<file path="src/hdl/rcc_pkg.sv">
`timescale 1ns / 1ps
// Shared constants, codes and types of the rank choice compatibility core.
// Depends on nothing; every other file refers to it by scoped names.
package rcc_pkg;

  localparam int NUM_TYPES    = 16;
  localparam int NUM_OPTIONS  = 15;
  localparam int ROW_LEN      = NUM_OPTIONS + 1;
  localparam int MASK_TYPES   = 16;
  localparam int MASK_OPTIONS = 15;

  localparam int CMD_W   = 1;
  localparam int TYPE_W  = 4;
  localparam int OPT_W   = 4;
  localparam int RANK_W  = 5;
  localparam int AVAIL_W = 15;
  localparam int MASK_W  = 16;
  localparam int COUNT_W = 5;

  // Cell position, wide enough for the largest type count.
  localparam int CELL_W = 7;
  // Common width for comparing small indexes against loop constants.
  localparam int CMP_W  = 8;

  typedef enum logic [CMD_W-1:0] {
    CMD_LOAD  = 1'b0,
    CMD_QUERY = 1'b1
  } cmd_e;

  typedef logic [RANK_W-1:0] rank_t;

  typedef struct packed {
    cmd_e                 command;
    logic [TYPE_W-1:0]    type_index;
    logic [OPT_W-1:0]     option_index;
    logic [RANK_W-1:0]    rank_value;
    logic [AVAIL_W-1:0]   available_mask;
    logic [OPT_W-1:0]     chosen_option;
    logic [MASK_W-1:0]    compat_mask;
    logic [COUNT_W-1:0]   compat_count;
  } item_t;

endpackage

</file>
<file path="src/hdl/rcc_in_if.sv">
`timescale 1ns / 1ps
// Input channel of the rank choice compatibility core: valid/ready plus payload.
// Depends on rcc_pkg for field widths.
interface rcc_in_if;
  logic                         valid;
  logic                         ready;
  logic [rcc_pkg::CMD_W-1:0]    command;
  logic [rcc_pkg::TYPE_W-1:0]   type_index;
  logic [rcc_pkg::OPT_W-1:0]    option_index;
  logic [rcc_pkg::RANK_W-1:0]   rank_value;
  logic [rcc_pkg::AVAIL_W-1:0]  available_mask;
  logic [rcc_pkg::OPT_W-1:0]    chosen_option;

  modport source (
    output valid, command, type_index, option_index, rank_value,
           available_mask, chosen_option,
    input  ready
  );

  modport sink (
    input  valid, command, type_index, option_index, rank_value,
           available_mask, chosen_option,
    output ready
  );
endinterface

</file>
<file path="src/hdl/rcc_out_if.sv">
`timescale 1ns / 1ps
// Result channel of the rank choice compatibility core: valid/ready plus payload.
// Depends on rcc_pkg for field widths.
interface rcc_out_if;
  logic                         valid;
  logic                         ready;
  logic [rcc_pkg::MASK_W-1:0]   compatible_mask;
  logic [rcc_pkg::COUNT_W-1:0]  compatible_count;

  modport source (
    output valid, compatible_mask, compatible_count,
    input  ready
  );

  modport sink (
    input  valid, compatible_mask, compatible_count,
    output ready
  );
endinterface

</file>
<file path="src/hdl/rank_choice_compatibility_core.sv">
`timescale 1ns / 1ps
// Path: an accepted query transaction is registered in cell 0, then in each
//   later cell in turn, then in the output register, where its result shows.
// Throughput: one transaction per cycle; the type-cell chain and the output
//   register advance together and stall as one when the result is not taken.
// Reset: clears the valid bits of the chain and of the output register; rank
//   rows are not cleared and stay undefined until loaded. Uses rcc_pkg, rcc_cell.
module rank_choice_compatibility_core (
  input  logic        clk_i,
  input  logic        rst_ni,
  rcc_in_if.sink      in_i,
  rcc_out_if.source   out_o
);

  // Chain taps: index 0 is the incoming transaction, index t+1 leaves cell t.
  logic            chain_valid [rcc_pkg::NUM_TYPES+1];
  rcc_pkg::item_t  chain_item  [rcc_pkg::NUM_TYPES+1];

  logic                          advance;
  logic                          out_valid_q;
  logic [rcc_pkg::MASK_W-1:0]    out_mask_q;
  logic [rcc_pkg::COUNT_W-1:0]   out_count_q;
  logic                          last_query;

  // Advance the whole chain whenever the output register is empty or drained.
  assign advance  = !out_valid_q || out_o.ready;
  assign in_i.ready = advance;

  // Pack the input transaction; the running result starts empty.
  assign chain_valid[0] = in_i.valid;
  always_comb begin
    chain_item[0].command        = rcc_pkg::cmd_e'(in_i.command);
    chain_item[0].type_index     = in_i.type_index;
    chain_item[0].option_index   = in_i.option_index;
    chain_item[0].rank_value     = in_i.rank_value;
    chain_item[0].available_mask = in_i.available_mask;
    chain_item[0].chosen_option  = in_i.chosen_option;
    chain_item[0].compat_mask    = '0;
    chain_item[0].compat_count   = '0;
  end

  // One cell per customer type; loads and queries keep their order as they
  // pass, so a query only sees loads accepted before it.
  for (genvar t = 0; t < rcc_pkg::NUM_TYPES; t++) begin : g_cell
    rcc_cell u_cell (
      .clk_i      (clk_i),
      .rst_ni     (rst_ni),
      .cell_idx_i (rcc_pkg::CELL_W'(t)),
      .advance_i  (advance),
      .valid_i    (chain_valid[t]),
      .item_i     (chain_item[t]),
      .valid_o    (chain_valid[t+1]),
      .item_o     (chain_item[t+1])
    );
  end

  // Drop load transactions at the end of the chain; only queries give results.
  assign last_query = chain_valid[rcc_pkg::NUM_TYPES] &&
                      (chain_item[rcc_pkg::NUM_TYPES].command == rcc_pkg::CMD_QUERY);

  always_ff @(posedge clk_i or negedge rst_ni) begin
    if (!rst_ni) begin
      out_valid_q <= 1'b0;
    end else if (advance) begin
      out_valid_q <= last_query;
    end
  end

  // Hold the result payload until it is taken.
  always_ff @(posedge clk_i) begin
    if (advance) begin
      out_mask_q  <= chain_item[rcc_pkg::NUM_TYPES].compat_mask;
      out_count_q <= chain_item[rcc_pkg::NUM_TYPES].compat_count;
    end
  end

  assign out_o.valid            = out_valid_q;
  assign out_o.compatible_mask  = out_mask_q;
  assign out_o.compatible_count = out_count_q;

  a_out_count_matches: assert property (@(posedge clk_i) disable iff (!rst_ni)
    out_valid_q |-> ($countones(out_mask_q) == int'(out_count_q)))
    else $error("result count disagrees with result mask");

  a_query_reaches_output: assert property (@(posedge clk_i) disable iff (!rst_ni)
    (advance && last_query) |=> out_valid_q)
    else $error("query transaction lost at the output register");

  a_load_gives_no_result: assert property (@(posedge clk_i) disable iff (!rst_ni)
    (advance && !last_query) |=> !out_valid_q)
    else $error("result raised without a query transaction");

endmodule

</file>
<file path="src/hdl/rcc_cell.sv">
`timescale 1ns / 1ps
// One cell of the chain: holds the rank row of one customer type, applies
// loads for it and folds its consistency bit into passing queries. Uses rcc_pkg.
module rcc_cell (
  input  logic                        clk_i,
  input  logic                        rst_ni,
  input  logic [rcc_pkg::CELL_W-1:0]  cell_idx_i,
  input  logic                        advance_i,
  input  logic                        valid_i,
  input  rcc_pkg::item_t              item_i,
  output logic                        valid_o,
  output rcc_pkg::item_t              item_o
);

  logic                  valid_q;
  rcc_pkg::item_t        item_q, item_d;
  rcc_pkg::rank_t        row_q [rcc_pkg::ROW_LEN];
  rcc_pkg::rank_t        chosen_rank;
  logic [rcc_pkg::ROW_LEN-1:0] beats;
  logic                  chosen_ok;
  logic                  consistent;
  logic                  load_hit;

  assign load_hit = valid_i && advance_i && (item_i.command == rcc_pkg::CMD_LOAD) &&
                    (rcc_pkg::CELL_W'(item_i.type_index) == cell_idx_i);

  // Rank of the chosen option in this row.
  always_comb begin
    chosen_rank = '0;
    for (int k = 0; k < rcc_pkg::ROW_LEN; k++) begin
      if (rcc_pkg::CMP_W'(item_i.chosen_option) == rcc_pkg::CMP_W'(k)) begin
        chosen_rank = row_q[k];
      end
    end
  end

  assign chosen_ok = rcc_pkg::CMP_W'(item_i.chosen_option) <=
                     rcc_pkg::CMP_W'(rcc_pkg::NUM_OPTIONS);

  // No-purchase beats the choice when strictly better ranked.
  assign beats[0] = row_q[0] < chosen_rank;

  // An option beats the choice when available, not chosen and strictly better.
  for (genvar k = 1; k < rcc_pkg::ROW_LEN; k++) begin : g_opt
    if (k <= rcc_pkg::MASK_OPTIONS) begin : g_masked
      assign beats[k] = item_i.available_mask[k-1] &&
                        (rcc_pkg::CMP_W'(item_i.chosen_option) != rcc_pkg::CMP_W'(k)) &&
                        (row_q[k] < chosen_rank);
    end else begin : g_unmasked
      assign beats[k] = 1'b0;
    end
  end

  assign consistent = chosen_ok && (beats == '0);

  always_comb begin
    item_d = item_i;
    if ((item_i.command == rcc_pkg::CMD_QUERY) && consistent &&
        (cell_idx_i < rcc_pkg::CELL_W'(rcc_pkg::MASK_TYPES))) begin
      item_d.compat_mask  = item_i.compat_mask | (rcc_pkg::MASK_W'(1) << cell_idx_i);
      item_d.compat_count = item_i.compat_count + rcc_pkg::COUNT_W'(1);
    end
  end

  always_ff @(posedge clk_i or negedge rst_ni) begin
    if (!rst_ni) begin
      valid_q <= 1'b0;
    end else if (advance_i) begin
      valid_q <= valid_i;
    end
  end

  always_ff @(posedge clk_i) begin
    if (advance_i) begin
      item_q <= item_d;
    end
  end

  // Rank row: undefined until loaded, so no reset.
  always_ff @(posedge clk_i) begin
    for (int k = 0; k < rcc_pkg::ROW_LEN; k++) begin
      if (load_hit &&
          (rcc_pkg::CMP_W'(item_i.option_index) == rcc_pkg::CMP_W'(k))) begin
        row_q[k] <= item_i.rank_value;
      end
    end
  end

  assign valid_o = valid_q;
  assign item_o  = item_q;

  a_count_matches_mask: assert property (@(posedge clk_i) disable iff (!rst_ni)
    valid_q |-> ($countones(item_q.compat_mask) == int'(item_q.compat_count)))
    else $error("cell count disagrees with mask");

  a_load_keeps_result: assert property (@(posedge clk_i) disable iff (!rst_ni)
    (advance_i && valid_i && (item_i.command == rcc_pkg::CMD_LOAD)) |=>
      (item_q.compat_mask == $past(item_i.compat_mask)) &&
      (item_q.compat_count == $past(item_i.compat_count)))
    else $error("load transaction altered the running result");

  a_stall_holds_cell: assert property (@(posedge clk_i) disable iff (!rst_ni)
    !advance_i |=> $stable(valid_q) && $stable(item_q))
    else $error("cell moved while the chain was stalled");

endmodule
</file>
<file path="src/flat_wrapper.sv">
// flat-port wrapper written by rule: the top's interface ports become plain ports
module rank_choice_compatibility_core_flat 
  (clk_i, rst_ni, in_i_valid, in_i_command, in_i_type_index, in_i_option_index, in_i_rank_value, in_i_available_mask, in_i_chosen_option, in_i_ready, out_o_valid, out_o_compatible_mask, out_o_compatible_count, out_o_ready);
  rcc_in_if in_i_i ();
  rcc_out_if out_o_i ();
  input  logic clk_i;
  input  logic rst_ni;
  input wire logic [$bits(in_i_i.valid)-1:0] in_i_valid;
  input wire logic [$bits(in_i_i.command)-1:0] in_i_command;
  input wire logic [$bits(in_i_i.type_index)-1:0] in_i_type_index;
  input wire logic [$bits(in_i_i.option_index)-1:0] in_i_option_index;
  input wire logic [$bits(in_i_i.rank_value)-1:0] in_i_rank_value;
  input wire logic [$bits(in_i_i.available_mask)-1:0] in_i_available_mask;
  input wire logic [$bits(in_i_i.chosen_option)-1:0] in_i_chosen_option;
  output wire logic [$bits(in_i_i.ready)-1:0] in_i_ready;
  output wire logic [$bits(out_o_i.valid)-1:0] out_o_valid;
  output wire logic [$bits(out_o_i.compatible_mask)-1:0] out_o_compatible_mask;
  output wire logic [$bits(out_o_i.compatible_count)-1:0] out_o_compatible_count;
  input wire logic [$bits(out_o_i.ready)-1:0] out_o_ready;
  assign in_i_i.valid = in_i_valid;
  assign in_i_i.command = in_i_command;
  assign in_i_i.type_index = in_i_type_index;
  assign in_i_i.option_index = in_i_option_index;
  assign in_i_i.rank_value = in_i_rank_value;
  assign in_i_i.available_mask = in_i_available_mask;
  assign in_i_i.chosen_option = in_i_chosen_option;
  assign in_i_ready = in_i_i.ready;
  assign out_o_valid = out_o_i.valid;
  assign out_o_compatible_mask = out_o_i.compatible_mask;
  assign out_o_compatible_count = out_o_i.compatible_count;
  assign out_o_i.ready = out_o_ready;
  rank_choice_compatibility_core u_core (.clk_i(clk_i), .rst_ni(rst_ni), .in_i(in_i_i), .out_o(out_o_i));
endmodule
</file>
<file path="config.mk">
export PLATFORM = sky130hd
export DESIGN_NAME = rank_choice_compatibility_core_flat
export DESIGN_NICKNAME = d
export VERILOG_FILES = /design/src/hdl/rcc_pkg.sv /design/src/hdl/rcc_in_if.sv /design/src/hdl/rcc_out_if.sv /design/src/hdl/rank_choice_compatibility_core.sv /design/src/hdl/rcc_cell.sv /design/src/flat_wrapper.sv
export SDC_FILE = /design/constraint.sdc
export NUM_CORES = 2
export LEC_CHECK = 0
export ABC_AREA = 1
export BUFFER_PORTS_ARGS = -buffer_cell sky130_fd_sc_hd__buf_2
export CAP_MARGIN = 20
export CORE_UTILIZATION = 34
export CTS_CLUSTER_DIAMETER = 60
export DETAILED_ROUTE_END_ITERATION = 7
export PLACE_DENSITY = 0.54
export SYNTH_ARGS = -nofsm -noshare
export SYNTH_HDL_FRONTEND = slang
export SYNTH_SLANG_ARGS = --single-unit
</file>
<file path="constraint.sdc">
create_clock -name clk_i -period 65.4 [get_ports clk_i]
set_input_delay 3.27 -clock clk_i [delete_from_list [all_inputs] [get_ports clk_i]]
set_output_delay 3.27 -clock clk_i [all_outputs]
set_load 0.02 [all_outputs]
</file>
Word level (Yosys, flattened, before mapping):

Memory sizes are Yosys's and may differ from the RTL's.
Index checks and enable logic that the tools add are counted.

* memory bits (writable): 1280
* memories: 16
* input port bits: 37
* output and inout bits: 23
* flip-flop bits (word level): 750

* equality and inequality tests: 735
* mux-type cells: 1504
* magnitude comparators: 256
* reduce and logical (&&, ||, !) cells: 1092
* bitwise gates (word level): 16
* add/sub/neg operators: 15

Memories
* u_core.g_cell[0].u_cell.row_q: words 16, width 5, read ports 16, clocked after Yosys merged registers in 0, wr ports 1, line rcc_cell.sv:17 `rcc_pkg::rank_t row_q [rcc_pkg::ROW_LEN];`
* u_core.g_cell[10].u_cell.row_q: words 16, width 5, read ports 16, clocked after Yosys merged registers in 0, wr ports 1, line rcc_cell.sv:17
* u_core.g_cell[11].u_cell.row_q: words 16, width 5, read ports 16, clocked after Yosys merged registers in 0, wr ports 1, line rcc_cell.sv:17
* u_core.g_cell[12].u_cell.row_q: words 16, width 5, read ports 16, clocked after Yosys merged registers in 0, wr ports 1, line rcc_cell.sv:17
* u_core.g_cell[13].u_cell.row_q: words 16, width 5, read ports 16, clocked after Yosys merged registers in 0, wr ports 1, line rcc_cell.sv:17
* u_core.g_cell[14].u_cell.row_q: words 16, width 5, read ports 16, clocked after Yosys merged registers in 0, wr ports 1, line rcc_cell.sv:17
* +10 memories

Operator list (number)
* two-way mux 5 bit: 511
* < comparator 5 bit: 256
* OR reduction 5 bit: 240
* == test 4 bit (second input constant): 264
* two-way mux 4 bit: 240
* logical AND 1 bit: 801
* two-way mux 1 bit: 752
* == test 4 x 3 -> 1 bit (second input constant): 132
* inequality test 4 bit (second input constant): 128
* == test 4 x 2 -> 1 bit (second input constant): 66
* zero test 16 bit: 16
* inequality test 4 x 3 -> 1 bit (second input constant): 64
* == test 4 x 1 -> 1 bit (second input constant): 33
* zero test 4 bit: 32
* inequality test 4 x 2 -> 1 bit (second input constant): 32
* adder 5 x 1 -> 5 bit (second input constant): 15
* inequality test 4 x 1 -> 1 bit (second input constant): 16
* inverter 1 bit: 16
* zero test 7 bit: 1
* two-way mux 6 bit: 1
* zero test 1 bit: 1
* logical OR 1 bit: 1

Logic depth before layout (Yosys ltp):

* depth in word-level cells: 24
* mapped depth: 30
* depth with buffers taken out: 30

By module:

From an unflattened synthesis, not the netlist that was laid out.

* cells, all modules: 11624
* area total of the unflattened synthesis: 118698.8 sq um

By module, submodules not included
* rcc_cell at u_core.g_cell[0].u_cell ...: area an instance 7400.8 sq um, cells each 731, times used 13
* rcc_cell at u_core.g_cell[1].u_cell: area an instance 7285.7 sq um, cells each 701, times used 1
* rcc_cell at u_core.g_cell[8].u_cell: area an instance 7272.0 sq um, cells each 699, times used 1
* rcc_cell at u_core.g_cell[9].u_cell: area an instance 7247.0 sq um, cells each 693, times used 1
* rank_choice_compatibility_core: area an instance 683.2 sq um, cells each 28, times used 1

Worst setup path after synthesis:

Ideal clock, no wire load.

* path type: input port to output port
* start point: input out_o_ready
* end point: output in_i_ready
* required time: 62130 ps
* stages: 3
* path slack: 38875 ps
* buffers on the path: 1
* arrival: 23255 ps
* cell sequence: nor2_1 > clkinv_1 > clkbuf_1

* longest elaborated chain between the ends: 1

RTL lines
* start: declaration: line flat_wrapper.sv:19 `input wire logic [$bits(out_o_i.ready)-1:0] out_o_ready;`
* logical OR 1 bit: line rank_choice_compatibility_core.sv:26 `assign advance = !out_valid_q || out_o.ready;`
* end: declaration: line flat_wrapper.sv:15 `output wire logic [$bits(in_i_i.ready)-1:0] in_i_ready;`

Every way passes these cells.

Final worst setup path:

Same ends and word-level chain as after synthesis.

==> results.yml <==
drt:
  drc: 0
  drt_iter0_markers: 6506
  dr.pass1.iters: 6
  wl_per_cell_um: 21.8
  via_per_inst: 5.24
  drt-total-wl_mm: 299
  ant_nets: 0
  vias: 71979
setup_path:
  crit_path_cell_trace: "buf_2, nor2_4, inv_8, buf_2"
  reg2reg_to: "u_core.g_cell[3].u_cell.item_o[0]"
  endpoint_kind: "primary output"
  cp_max_fo: 64
  critPathCapture: "in_i_ready"
  cp_common_cell: "buf_2"
  critPathTopFamily: "buffers and inverters"
  r2r.worst_path.cells: 27
  crit_type: "primary input to primary output"
  cp-start-kind: "primary input"
  worstSetupStartpoint: "out_o_ready"
  rrSetupSlack_ps: 59510
  crit_buf_inv: 3
  r2r-start: "u_core.g_cell[2].u_cell.item_o[22]"
  slowest_delay_ps: 290
  cp.depth: 4
  worst_path_max_delay_cell: "buf_2"
  crit_arrival_ps: 4240
  required_ps: 62130
timing:
  final.setup_skew_ps: 59.3
  maxSlewHeadroom: 0.200
  max_freq_mhz: 133
  finalSetupTns_ps: 0
  fin_crit_ps: 7510
  hold_viol: 0
  slew_viol_final: 0
  min_period_over_period: 0.115
  rsz0062_at_grt: "false"
  tightest_slew_ps: 1200
  setup_viol_count_final: 0
clock_tree:
  htreeDepth: 4
  ctsResizeCount: 0
  ctsHoldBuffers: 0
  clkSinkCount: 2019
  root_buffer: "clkbuf_16"
  cts_tree: "built"
  path_clk_slew_ps: 60
  cts_setup_buffers: 0
  clock_path_buffers: 4
  clock_latency_ps: 920
  cts_buffers: 237
synthesis:
  ys_seq_area_frac: 0.593
  syn-num-nets: 10323
  yosysWarningCount: 0
  synth_cell_types: 62
  avgSynthCellArea_um2: 11.0
  synth_top_flop_cell: "edfxtp_1"
  syn_area_mm2: 0.102
  synth_edf_count: 2002
  synthArstFlopShare: 0.00842
  synth-seq-cells: 2019
  syn_inst: 9248
global_route:
  grt_pass1_vias: 72659
  antenna_found_initial: 7
  overflow: 0
  grt_max_degree: 166
  grt_first_pass_wirelength_mm: 447
  grt_use_total: 0.194
floorplanning:
  start_util: 0.343
  ioPinCount: 60
  die_w_um: 550
  die_area_mm2: 0.302
  core-area_mm2: 0.298
  die_y_um: 550
  row_count: 200
placement:
  dpl.hpwl_mm: 217
  gp_congestion: 0.929
  place_inst: 13289
  io_buffers: 59
layout:
  syn2layout_area_growth_pct: 13.4
  multiInputGateArea_mm2: 0.0383
  instances_no_fill: 13733
  nets: 10669
  drive_gt1_frac: 0.0617
  seq_area_mm2: 0.0605
  fillCellCount: 28525
run_status:
  outcome: "finished clean"
min_path:
  hp-class: "register to register"
power_and_ir_drop:
  leakage_uw: 0.0455
  powerDensity_mw_per_mm2: 55.4
  ir_worst_vdd_mv: 0.0305
run:
  maxCapViolCount: 0
area by class of cell:
type	count	area share
flip-flops and latches	2019	0.523
multi-input cells	6334	0.331
clock buffers	267	0.0528
well taps	3939	0.0426
inverters	873	0.0284
clock inverters	168	0.0148
repair buffers	129	0.00747
diodes	4	0.0000865
worst min path at each step:
stage                                             start                                   to  slack, ps  depth (start not counted)
floorplan            u_core.g_cell[9].u_cell.item_o[10]  u_core.g_cell[10].u_cell.item_o[10]        400                          0
global placement    u_core.g_cell[15].u_cell.item_o[11]      u_core.out_o.compatible_mask[6]        400                          0
detailed placement   u_core.g_cell[10].u_cell.item_o[9]   u_core.g_cell[11].u_cell.item_o[9]        400                          0
CTS                  u_core.g_cell[14].u_cell.item_o[7]   u_core.g_cell[15].u_cell.item_o[7]        400                          0
global route         u_core.g_cell[14].u_cell.item_o[7]   u_core.g_cell[15].u_cell.item_o[7]        410                          0
finish               u_core.g_cell[14].u_cell.item_o[7]   u_core.g_cell[15].u_cell.item_o[7]        410                          0
report_power, final:
group          switching, uW  internal [uW]
Clock                    556            767
Sequential               387           1830
Combinational           1870            991
cells in the final DEF (no fill, tap or decap), types with 21 or more instances in the layout:
cell / instances
clkinvlp_4: 21
a211oi_1: 46
a2111oi_0: 172
clkbuf_16: 239
ha_1: 1038
clkinv_1: 36
buf_2: 59
o21bai_1: 136
a21oi_1: 407
buf_4: 66
o21ai_0: 153
a31oi_1: 23
clkbuf_1: 26
nand2_1: 2402
nor2_1: 934
bufinv_16: 23
nand4_1: 194
inv_1: 860
o21a_1: 73
nand3b_1: 81
nand3_1: 332
a41oi_1: 25
clkinv_2: 46
a221oi_1: 85
edfxtp_1: 2002
flip-flops by register name, indices dropped and copies added, names as in the netlist:
register,count
u_core.out_o.compatible_count,5
u_core.g_cell.u_cell.row_q,1280
u_core.out_o.valid,1
u_core.g_cell.u_cell.valid_o,16
u_core.out_o.compatible_mask,16
u_core.g_cell.u_cell.item_o,701
cells by family (layout without fill, tap and decap cells):
family                   after synthesis  after routing  share of synthesized area
AND/OR/NAND/NOR                     4037           4037                      0.164
flip-flops                          2019           2019                      0.593
AO/OA/AOI/OAI                       1216           1216                     0.0785
adder cells (fa/ha/maj)             1038           1038                      0.127
buffers and inverters                895           1437                     0.0334
XOR/XNOR                              36             36                    0.00309
multiplexers                           7              7                   0.000687
other                                  0              4                          0
per-layer routing:
metal  share of wire  track usage
met1            0.44        0.263
met2            0.46        0.319
met3           0.061       0.0233
met4           0.037       0.0717
met5               0            0
through the flow:
step	utilization	total power, uW	instance area [um2]	hold slack [ps]	setup slack [ps]
floorplan	-	3930	102000	400	38880
global placement	0.362	4920	108000	400	57890
detailed placement	0.362	5060	108000	405	57830
CTS	0.388	6410	116000	403	57870
global route	0.389	6870	116000	407	57830
finish	0.389	6410	116000	409	57890
synth_stat cells (17+ instances only):
| cell | number | area, um2 |
|---|---|---|
| dfrtp_1 | 17 | 425 |
| nor2_1 | 935 | 3510 |
| nand4_1 | 194 | 1210 |
| a211oi_1 | 47 | 353 |
| xnor2_1 | 18 | 158 |
| o21a_1 | 73 | 548 |
| o21ai_0 | 181 | 906 |
| nand3b_1 | 81 | 608 |
| a221oi_1 | 92 | 806 |
| a21oi_1 | 408 | 2040 |
| a31oi_1 | 23 | 144 |
| nand2_1 | 2402 | 9020 |
| inv_1 | 860 | 3230 |
| a41oi_1 | 25 | 219 |
| o21bai_1 | 136 | 1020 |
| nand3_1 | 332 | 1660 |
| edfxtp_1 | 2002 | 60100 |
| xor2_1 | 18 | 158 |
| ha_1 | 1038 | 13000 |
| a2111oi_0 | 172 | 1510 |
(Power assumes the default switching activity.)
